**src/rtl/core/stkb_pkg.sv**
```systemverilog
package stkb_pkg;

   // Pixel and channel geometry (ARGB, 8 bits per channel).
   localparam int PIX_W  = 32;
   localparam int CH_W   = 8;
   localparam int NUM_CH = 3;

   // Radius and window geometry.
   localparam int RAD_W       = 6;
   localparam int MAX_RADIUS  = 63;
   localparam int STORE_DEPTH = 2 * MAX_RADIUS + 1;
   localparam int ADDR_W      = $clog2(STORE_DEPTH);
   localparam int CNT_W       = 7;
   localparam int COUNT_MAX   = 127;
   localparam int TAP_W       = 7;
   localparam int WT_W        = 7;
   localparam int POS_W       = 9;

   // Arithmetic widths: weighted sum and divisor (radius+1)^2.
   localparam int SUM_W     = 20;
   localparam int DIVR_W    = 13;
   localparam int DIV_CNT_W = $clog2(SUM_W + 1);

   localparam logic [RAD_W-1:0] RADIUS_RESET = RAD_W'(1);

   // Commands from the controller to the datapath.
   typedef struct packed {
      logic load;
      logic tap_issue;
      logic div_start;
      logic out_load;
      logic next_centre;
   } cmd_type;

   // Status from the datapath to the controller.
   typedef struct packed {
      logic has_centre;
      logic tap_last;
      logic div_busy;
      logic out_free;
      logic centre_last;
   } sts_type;

endpackage

```
**src/rtl/core/stkb_ctrl.sv**
```systemverilog
module stkb_ctrl import stkb_pkg::*; (
   input  logic    clock,
   input  logic    reset,
   input  logic    req_valid,
   output logic    req_ready,
   input  sts_type sts,
   output cmd_type cmd
);

   typedef enum logic [5:0] {
      ST_IDLE  = 6'b000001,
      ST_TAP   = 6'b000010,
      ST_DRAIN = 6'b000100,
      ST_START = 6'b001000,
      ST_DIV   = 6'b010000,
      ST_EMIT  = 6'b100000
   } state_type;

   state_type state_ff, state_in;

   // Commands follow directly from the state, the request valid and the datapath status.
   always_comb begin
      req_ready       = (state_ff == ST_IDLE);
      cmd.load        = req_ready & req_valid;
      cmd.tap_issue   = (state_ff == ST_TAP);
      cmd.div_start   = (state_ff == ST_START);
      cmd.out_load    = (state_ff == ST_EMIT) & sts.out_free;
      cmd.next_centre = (state_ff == ST_EMIT) & sts.out_free & ~sts.centre_last;
   end

   // Item sequence: taps, drain of the read pipeline, divide, hand off to the output register.
   always_comb begin
      state_in = state_ff;
      unique case (state_ff)
         ST_IDLE: begin
            if (req_valid && sts.has_centre) begin
               state_in = ST_TAP;
            end
         end
         ST_TAP: begin
            if (sts.tap_last) begin
               state_in = ST_DRAIN;
            end
         end
         ST_DRAIN: begin
            state_in = ST_START;
         end
         ST_START: begin
            state_in = ST_DIV;
         end
         ST_DIV: begin
            if (!sts.div_busy) begin
               state_in = ST_EMIT;
            end
         end
         ST_EMIT: begin
            if (sts.out_free) begin
               state_in = sts.centre_last ? ST_IDLE : ST_TAP;
            end
         end
         default: begin
            state_in = ST_IDLE;
         end
      endcase
   end

   always_ff @(posedge clock) begin
      if (reset) begin
         state_ff <= ST_IDLE;
      end else begin
         state_ff <= state_in;
      end
   end

endmodule

```
**config.mk**
```make
export PLATFORM = sky130hd
export DESIGN_NAME = stkb_ctrl
export DESIGN_NICKNAME = d
export VERILOG_FILES = /design/src/rtl/core/stkb_pkg.sv /design/src/rtl/core/stkb_ctrl.sv
export SDC_FILE = /design/constraint.sdc
export NUM_CORES = 1
export LEC_CHECK = 0
export ABC_CLOCK_PERIOD_IN_PS = 1700
export BUFFER_PORTS_ARGS = -buffer_cell sky130_fd_sc_hd__buf_2
export CAP_MARGIN = 20
export CORE_AREA = 2 2 39 41
export DETAILED_ROUTE_END_ITERATION = 7
export DIE_AREA = 0 0 41 43
export PLACE_DENSITY = 0.67
export SYNTH_ARGS = -nofsm -noshare
export SYNTH_HDL_FRONTEND = slang
export SYNTH_SLANG_ARGS = --single-unit
```
**constraint.sdc**
```tcl
create_clock -name clock -period 1.7 [get_ports clock]
set_input_delay 0.17 -clock clock [delete_from_list [all_inputs] [get_ports clock]]
set_output_delay 0.17 -clock clock [all_outputs]
set_load 0.1 [all_outputs]
```
== Yosys cells after proc, flatten, opt, wreduce, memory -nomap -nowiden ==
Index checks and enable logic that the tools add are counted.

* Input port bits: 8
* Logic and storage cells: 23
* Flip-flop bits (word level): 6
* Output and inout bits: 6

* Equal/unequal tests: 10
* Mux-type cells: 6
* Bitwise logic cells: 4
* Reductions and logical operators: 2

{| class="wikitable"
|+ Operator list
! cell !! count
|-
| $pmux 6 s6 || 1
|-
| $mux 6 || 4
|-
| $eq 6x1->1 const B || 1
|-
| $eq 6x2->1 const B || 1
|-
| $eq 6x3->1 const B || 1
|-
| $eq 6x4->1 const B || 1
|-
| $eq 6x5->1 const B || 1
|-
| $eq 6x6->1 const B || 1
|-
| $ne 2x2->1 const B || 3
|-
| $reduce_and 4->1 || 1
|-
| $and 1x1->1 || 3
|-
| $mux 2 || 1
|-
| $ne 2x1->1 const B || 1
|-
| $logic_and 1x1->1 || 1
|-
| $not 1->1 || 1
|}

== Depth between registers and ports, before layout ==
Gate-level depths: netlist of the first run.

* Word-level depth: 3
* Gate-level depth with buffers: 5
* Mapped depth without buffers: 4

== Worst setup path after synthesis of the first run ==
OpenSTA, ideal clock, no wires.

* Kind: reg2reg
* From: register state_ff[4]
* To: register state_ff[4]
* Stages on the path, launching flop included: 5
* Buffers on the path: 0
* Data arrival time: 3646 ps
* Slack: -2012 ps
* Library setup time: 67 ps
* Data required time: 1633 ps
* Period minus slack after synthesis: 3712 ps
* Path through: dfxtp_1 > or2_2 > or3_1 > nor3b_1 > o21ba_2

{| class="wikitable"
|+ RTL lines
! what !! line !! source
|-
| start: declaration || stkb_ctrl.sv:19 || <nowiki>state_type state_ff, state_in;</nowiki>
|-
| start signal: assignment || stkb_ctrl.sv:71 || <nowiki>state_ff <= state_in;</nowiki>
|}

==> results of run 1 <==
final cells by class:
class | instances | area, µm² | share of cell area (%)
clock buffers | 3 | 22.5 | 2.72
flip-flops and latches | 6 | 135 | 16.3
well taps | 16 | 20.0 | 2.42
multi-input cells | 45 | 398 | 48.0
repair buffers | 26 | 253 | 30.5
synthesized netlist by cell type:
library cell  count  area (µm²)
o21ai_0           1        5.00
nor3b_1           2        15.0
o211ai_2          1        12.5
or3_1             1        6.26
and3_1            2        12.5
buf_6             1        11.3
o211ai_1          1        7.51
nand4_1           1        6.26
or4b_2            1        10.0
dfxtp_1           6         120
and3b_1           1        8.76
nand2_1           2        7.51
nor4_1            4        25.0
nor2b_1           2        12.5
nand3_2           1        10.0
and2_1            2        12.5
a21oi_1           2        10.0
or2_2             2        12.5
and3_2            1        7.51
a211o_1           1        8.76
nor3_1            2        10.0
nor2_1            3        11.3
o31a_1            1        8.76
xnor2_1           1        8.76
and4b_2           1        11.3
nand2b_1          1        6.26
nand3_1           1        5.00
o2111ai_1         1        8.76
and3b_2           1        10.0
or4b_4            1        13.8
or3_4             1        11.3
o31ai_1           1        7.51
o21ba_2           1        10.0
o21a_1            1        7.51
routing by layer:
| layer | share of wire (%) | vias to the layer above | global-route usage (%) | routed length (µm) |
|---|---|---|---|---|
| li1 | - | 263 | - | - |
| met1 | 41 | 251 | 23.5 | 570 |
| met2 | 52 | 19 | 28.4 | 722 |
| met3 | 4.8 | 4 | 4.71 | 67 |
| met4 | 2.4 | 0 | 14.0 | 34 |
| met5 | 0 | - | 0 | 0 |
repair_timing:
action,4_1_cts,5_1_grt
buffers inserted,5,3
pin swaps,4,7
resized for setup,7,5
endpoints found under the setup margin,5,4
kinds of logic (layout without fill, tap and decap cells):
group | Yosys count | in the layout | synth area share [%]
compound gates | 11 | 11 | 19.1
xor+xnor | 1 | 1 | 1.94
buf+inv | 1 | 29 | 2.49
flops | 6 | 6 | 26.6
simple gates | 33 | 33 | 49.9
stage by stage:
step                      hold slack, ns  std cells
after floorplan                    0.239         52
after global placement             0.412         85
after detailed placement           0.423         85
after CTS                          0.152         93
after global routing               0.178         96
final                              0.163         96
worst paths after layout:
| check | startpoint | endpoint | slack [ns] | cells after the start |
|---|---|---|---|---|
| max reg2reg | state_ff[2] | state_ff[0] | 0.05 | 4 |
| max | state_ff[4] | cmd[2] | -0.07 | 4 |
| min | reset | state_ff[5] | 0.16 | 2 |
| min reg2reg | state_ff[5] | state_ff[5] | 0.54 | 2 |
report_power, final:
group          internal, mW  leakage, nW  switching (mW)
registers             0.159       0.0517          0.0284
logic                 0.267        0.275           0.321
clock network        0.0799       0.0138          0.0517
==> results_dict.tcl, run 1 <==
set metrics [dict create \
    synth.avg_cell_area_um2 8.69 \
    vias_per_cell 5.59 \
    wl_um 1390 \
    grt_pass1_wl_um 2230 \
    cpLargestDelayFamily "simple AND/OR/NAND/NOR gates" \
    finalSetupViolations 1 \
    coreArea_mm2 0.00138 \
    worst_slew_pin_slew_ns 0.331 \
    clk_pin_slew_ns 0.05 \
    largest_reg_flops 6 \
    syn_inst 52 \
    cts.sink_count 6 \
    die_area_mm2 0.00176 \
    power_density_mw_per_mm2 1090 \
    power.total_mw 0.907 \
    crit_path_cell_trace "or2_4 -> or3_4 -> nor3b_4 -> buf_12" \
    antenna_found_initial 0 \
    num_antenna_cells 0 \
    final_core_util_pct 59.9 \
    fin_setup_tns_ns -0.0732 \
    die_h_um 43 \
    seq_area_frac_synth_pct 26.6 \
    syn_to_final_growth_pct 83.4 \
    dr.first_iter.drc_count 10 \
    rows 14 \
    critPathLaunchType "flip-flop" \
    slowest_delay_ns 0.35 \
    drv_slew 0 \
    initial_core_util_pct 32.6 \
    clk_path_buf_depth 2 \
    p_leak_nw 0.341 \
    synth_seq_cells 6 \
    clock_tree.htree_level_count 1 \
    max_cap_viol_count 0 \
    cp_data_required_time_ns 1.53 \
    nFillCells 123 \
    dr.pass1.iters 4 \
    yosys_warnings 0 \
    ant_nets 0 \
    synth_nets 60 \
    grt_usage_pct 19.5 \
    finClkSkew_ns 0.00418 \
    ios 14 \
    fp.dieW_um 41 \
    finalHoldViolCount 0 \
    cp.arrival_ns 1.60 \
    ctsRootBufferMaster "clkbuf_4" \
    setup_ws_ns -0.0732 \
    mostFrequentLayoutCells "13 x buf_4, 7 x buf_2, 6 x buf_12" \
    globalRouteOverflowTotal 0 \
    synth_cell_types 34 \
    critical_path_class "reg2out" \
    synth_area_um2 452 \
    grt_pass1_vias 509 \
    wl_per_cell_um 14.5 \
    max_freq_mhz 564 \
    cts_tree "done" \
    fin_area_um2 828 \
    drc 0 \
    placement.io_buffers 13 \
    rsz0062_at_grt "true" \
    status "finished with violations" \
    drive_gt1_share_pct 70.0 \
    grt_max_degree 9 \
    placed_area_um2 701 \
    regMostFlops "state_ff" \
    hp-class "in2reg" \
    final_common_cell "buf_4" \
    cts_buffers 3 \
    clk_latency_ns 0.25 \
    fin_crit_ns 1.77 \
    timing.final.crit_share_pct 104 \
    critPathSlowestCell "or3_4" \
    postCtsHoldBufs 0 \
    cp_max_fo 2 \
    place_congestion 0.898 \
    crit_buf_inv 1 \
    vias 537 \
    dpl.hpwl_um 914 \
    pre_cts_ws_ns 0.0427 \
    violations "negative setup slack" \
    reg_top3 "state_ff (6)" \
    irDropWorstVdd_v 0.000678 \
    finalNetCount 90 \
    critPathCaptureType "output port" \
    relSlewSlack_pct 77.7 \
]
Power figures use the tool's default switching activity.
==> inputs of run 2 (changes only) <==
Settings changed: ABC_CLOCK_PERIOD_IN_PS 1700 to 2100, PLACE_DENSITY 0.67 to 0.65.
Clock period 1.7 ns to 2.1 ns, I/O delays scaled along.
==> results_dict.tcl, run 2 (same netlist as run 1, synthesis figures left out) <==
set metrics [dict create \
    status "finished, final reports clean" \
    cp.arrival_ns 1.77 \
    finClkSkew_ns 0.00726 \
    clk_pin_slew_ns 0.05 \
    fp.dieW_um 41 \
    timing.final.crit_share_pct 94.2 \
    rsz0062_at_grt "false" \
    initial_core_util_pct 32.6 \
    hold_start "reset" \
    vias 455 \
    rows 14 \
    reg2regPathDepth 4 \
    drc 0 \
    ios 14 \
    regMostFlops "state_ff" \
    p_leak_nw 0.254 \
    grt_usage_pct 13.9 \
    power_density_mw_per_mm2 960 \
    syn_to_final_growth_pct 35.7 \
    irDropWorstVdd_v 0.000652 \
    critical_path_class "reg2out" \
    max_cap_viol_count 0 \
    wl_um 1020 \
    fin_crit_ns 1.98 \
    final_common_cell "buf_2" \
    grt_pass1_vias 414 \
    hold_end "state_ff[1]" \
    placement.io_buffers 13 \
    wl_per_cell_um 12.2 \
    r2r-end "state_ff[0]" \
    hold_depth 2 \
    ff2ff_setup_slack_ns 0.41 \
    final_core_util_pct 44.3 \
    drv_slew 0 \
    cts_buffers 3 \
    ctsRootBufferMaster "clkbuf_4" \
    clk_latency_ns 0.24 \
    clock_tree.htree_level_count 1 \
    cts_tree "done" \
    num_antenna_cells 0 \
    worst_slew_pin_slew_ns 0.493 \
    max_freq_mhz 506 \
    coreArea_mm2 0.00138 \
    hp-class "in2reg" \
    place_congestion 0.788 \
    largest_reg_flops 6 \
    dpl.hpwl_um 812 \
    mostFrequentLayoutCells "11 x buf_2, 6 x dfxtp_1, 4 x nor4_1" \
    finalSetupViolations 0 \
    relSlewSlack_pct 66.8 \
    fin_area_um2 613 \
    cts.sink_count 6 \
    grt_pass1_wl_um 1710 \
    cp_data_required_time_ns 1.89 \
    critPathCaptureType "output port" \
    power.total_mw 0.589 \
    finalNetCount 78 \
    reg2reg_from "state_ff[5]" \
    critPathLaunchType "flip-flop" \
    finalHoldViolCount 0 \
    postCtsHoldBufs 0 \
    grt_max_degree 11 \
    drive_gt1_share_pct 48.5 \
    dr.pass1.iters 4 \
    die_area_mm2 0.00176 \
    globalRouteOverflowTotal 0 \
    reg_top3 "state_ff (6)" \
    placed_area_um2 578 \
    cp_max_fo 7 \
    dr.first_iter.drc_count 10 \
    antenna_found_initial 0 \
    vias_per_cell 5.42 \
    clk_path_buf_depth 2 \
    ant_nets 0 \
    die_h_um 43 \
]
-- run 2: cell types whose count changed in the layout (fill, tap and decap cells not counted), sizes merged --
cell / delta
buf: -12
-- run 2: critical path: stages (launching register included) --
cell and delay, ns:
dfxtp_1 0.35, or2_2 0.36, or3_4 0.36, nor3b_4 0.25
buf_12 0.21
-- run 2: how the worst max path moves through the flow --
stage / startpoint / endpoint / slack, ns / cells after the start
after floorplan: state_ff[4] / state_ff[4] / -0.14 / 4
after global routing: state_ff[2] / cmd[4] / 0.008 / 3
final: state_ff[4] / cmd[2] / 0.12 / 4
after CTS: state_ff[4] / cmd[2] / 0.06 / 4
after global placement: state_ff[4] / cmd[2] / 0.30 / 4
after detailed placement: state_ff[4] / cmd[2] / 0.31 / 4
-- run 2: through the flow --
stage / instances / setup WS [ns] / hold slack (ns) / TNS [ns]
after floorplan: 52 / -0.143 / 0.279 / -0.177
after global placement: 80 / 0.300 / 0.458 / 0
after detailed placement: 80 / 0.309 / 0.460 / 0
after CTS: 83 / 0.0587 / 0.211 / 0
after global routing: 84 / 0.00757 / 0.220 / 0
final: 84 / 0.122 / 0.211 / 0
-- run 2: layout make-up --
| type | count | area (µm²) |
|---|---|---|
| fillers | 141 | 771 |
| multi-input cells | 45 | 348 |
| clock buffers | 3 | 22.5 |
| well taps | 16 | 20.0 |
| repair buffers | 14 | 103 |
| flip-flops and latches | 6 | 120 |
-- run 2: per-layer routing --
metal | up-vias | part of all wire [%] | global-route usage [%]
li1 | 238 | - | -
met1 | 203 | 44 | 18.6
met2 | 12 | 50 | 21.3
met3 | 2 | 5.0 | 4.71
met4 | 0 | 0.49 | 2.00
met5 | - | 0 | 0
-- run 2: what timing repair did --
action / 4_1_cts / 5_1_grt
endpoints found under the setup margin: 0 / 1
resized for setup: 0 / 1
buffers inserted: 0 / 1
-- run 2: power breakdown --
group / switching, mW / internal [mW]
logic: 0.226 / 0.119
clock network: 0.0378 / 0.0644
registers: 0.0160 / 0.126
==> inputs of run 3 (changes only) <==
Settings changed: GPL_TIMING_DRIVEN set to 0, PLACE_DENSITY 0.65 to unset.
==> results_dict.tcl, run 3 (same netlist as run 1, synthesis figures left out) <==
set metrics [dict create \
    placement.io_buffers 13 \
    grt_max_degree 11 \
    num_antenna_cells 0 \
    layoutNonFillerInstCount 84 \
    p_leak_nw 0.249 \
    die_area_mm2 0.00176 \
    rsz0062_at_grt "false" \
    regMostFlops "state_ff" \
    place_congestion 0.709 \
    finClkSkew_ns 0.000616 \
    vias_per_cell 5.45 \
    crit_buf_inv 1 \
    cp_max_fo 7 \
    multi_input_area_um2 354 \
    clock_tree.htree_level_count 1 \
    drv_slew 0 \
    postCtsHoldBufs 0 \
    dr.first_iter.drc_count 8 \
    fp.dieW_um 41 \
    nFillCells 142 \
    clk_latency_ns 0.23 \
    critPathCaptureType "output port" \
    irDropWorstVdd_v 0.000346 \
    reg2regPathDepth 4 \
    cp.arrival_ns 1.81 \
    pre_cts_ws_ns 0.140 \
    cts_tree "done" \
    worst_slew_pin_slew_ns 0.489 \
    largest_reg_flops 6 \
    dp.cells 81 \
    cpLargestDelayFamily "simple AND/OR/NAND/NOR gates" \
    mostFrequentLayoutCells "11 x buf_2, 6 x dfxtp_1, 4 x clkbuf_4" \
    hold_depth 2 \
    finalNetCount 78 \
    cts_buffers 3 \
    ios 14 \
    relSlewSlack_pct 67.6 \
    drc 0 \
    globalRouteOverflowTotal 0 \
    ff2ff_setup_slack_ns 0.39 \
    grt_pass1_vias 388 \
    antenna_found_initial 0 \
    power_density_mw_per_mm2 918 \
    grt_pass1_wl_um 1550 \
    hp-class "in2reg" \
    cts.sink_count 6 \
    critPathSlowestCell "or2_2" \
    drive_gt1_share_pct 50.0 \
    slowest_delay_ns 0.37 \
    dr.pass1.iters 4 \
    reg_top3 "state_ff (6)" \
    grt_usage_pct 12.7 \
    wl_um 1060 \
    dpl.hpwl_um 799 \
    ant_nets 0 \
    timing.final.crit_share_pct 96.4 \
    wl_per_cell_um 12.6 \
    final_common_cell "buf_2" \
    clk_pin_slew_ns 0.04 \
    coreArea_mm2 0.00138 \
    initial_core_util_pct 32.6 \
    max_cap_viol_count 0 \
    rows 14 \
    crit_path_cell_trace "or2_2 -> or3_4 -> nor3b_4 -> buf_12" \
    critPathLaunchType "flip-flop" \
    finalHoldViolCount 0 \
    max_freq_mhz 494 \
    path_depth 4 \
    status "finished, final reports clean" \
    die_h_um 43 \
    final_core_util_pct 44.1 \
    critical_path_class "reg2out" \
    vias 458 \
    fin_crit_ns 2.02 \
    syn_to_final_growth_pct 35.2 \
    regArea_um2 120 \
    cp_data_required_time_ns 1.89 \
    finalSetupViolations 0 \
    setup_ws_ns 0.0759 \
    fin_hold_ws_ns 0.219 \
    ctsRootBufferMaster "clkbuf_4" \
    clk_path_buf_depth 2 \
]
## run 3: power by group
group	leakage (nW)	switching (mW)	total, mW	internal (mW)
logic	0.187	0.222	0.314	0.0928
clock network	0.0138	0.0373	0.102	0.0644
registers	0.0488	0.0183	0.145	0.126
## run 3: layer usage
| metal | track usage (%) | share of wire [%] | up-vias |
|---|---|---|---|
| li1 | - | - | 239 |
| met4 | 2.00 | 0 | 0 |
| met5 | 0 | 0 | - |
| met1 | 16.9 | 48 | 211 |
| met3 | 4.71 | 3.4 | 0 |
| met2 | 19.4 | 49 | 8 |
## run 3: final cells by class
| class | count | share of cell area (%) |
|---|---|---|
| tap | 16 | 3.28 |
| timing repair buffer | 13 | 13.5 |
| multi-input combinational | 45 | 58.0 |
| buffer | 1 | 1.84 |
| clock buffer | 3 | 3.69 |
| sequential | 6 | 19.7 |
## run 3: repair_timing
| item | in CTS | in global routing |
|---|---|---|
| buffers inserted | 0 | 0 |
| setup endpoints to repair | 1 | 4 |
| hold endpoints to repair | 0 | 0 |
| resized for setup | 1 | 6 |
## run 3: stage by stage
stage | setup TNS (ns) | area (µm²) | power [mW]
after floorplan | -0.177 | 474 | 0.399
after global placement | 0 | 559 | 0.450
after detailed placement | 0 | 559 | 0.450
after CTS | 0 | 584 | 0.555
after global routing | 0 | 611 | 0.591
final | 0 | 611 | 0.561
## run 3: worst paths after layout
| kind | startpoint | to |
|---|---|---|
| setup reg to reg | state_ff[2] | state_ff[0] |
| hold / removal | reset | state_ff[5] |
| hold reg to reg | state_ff[2] | state_ff[3] |
| setup / recovery | state_ff[4] | cmd[2] |
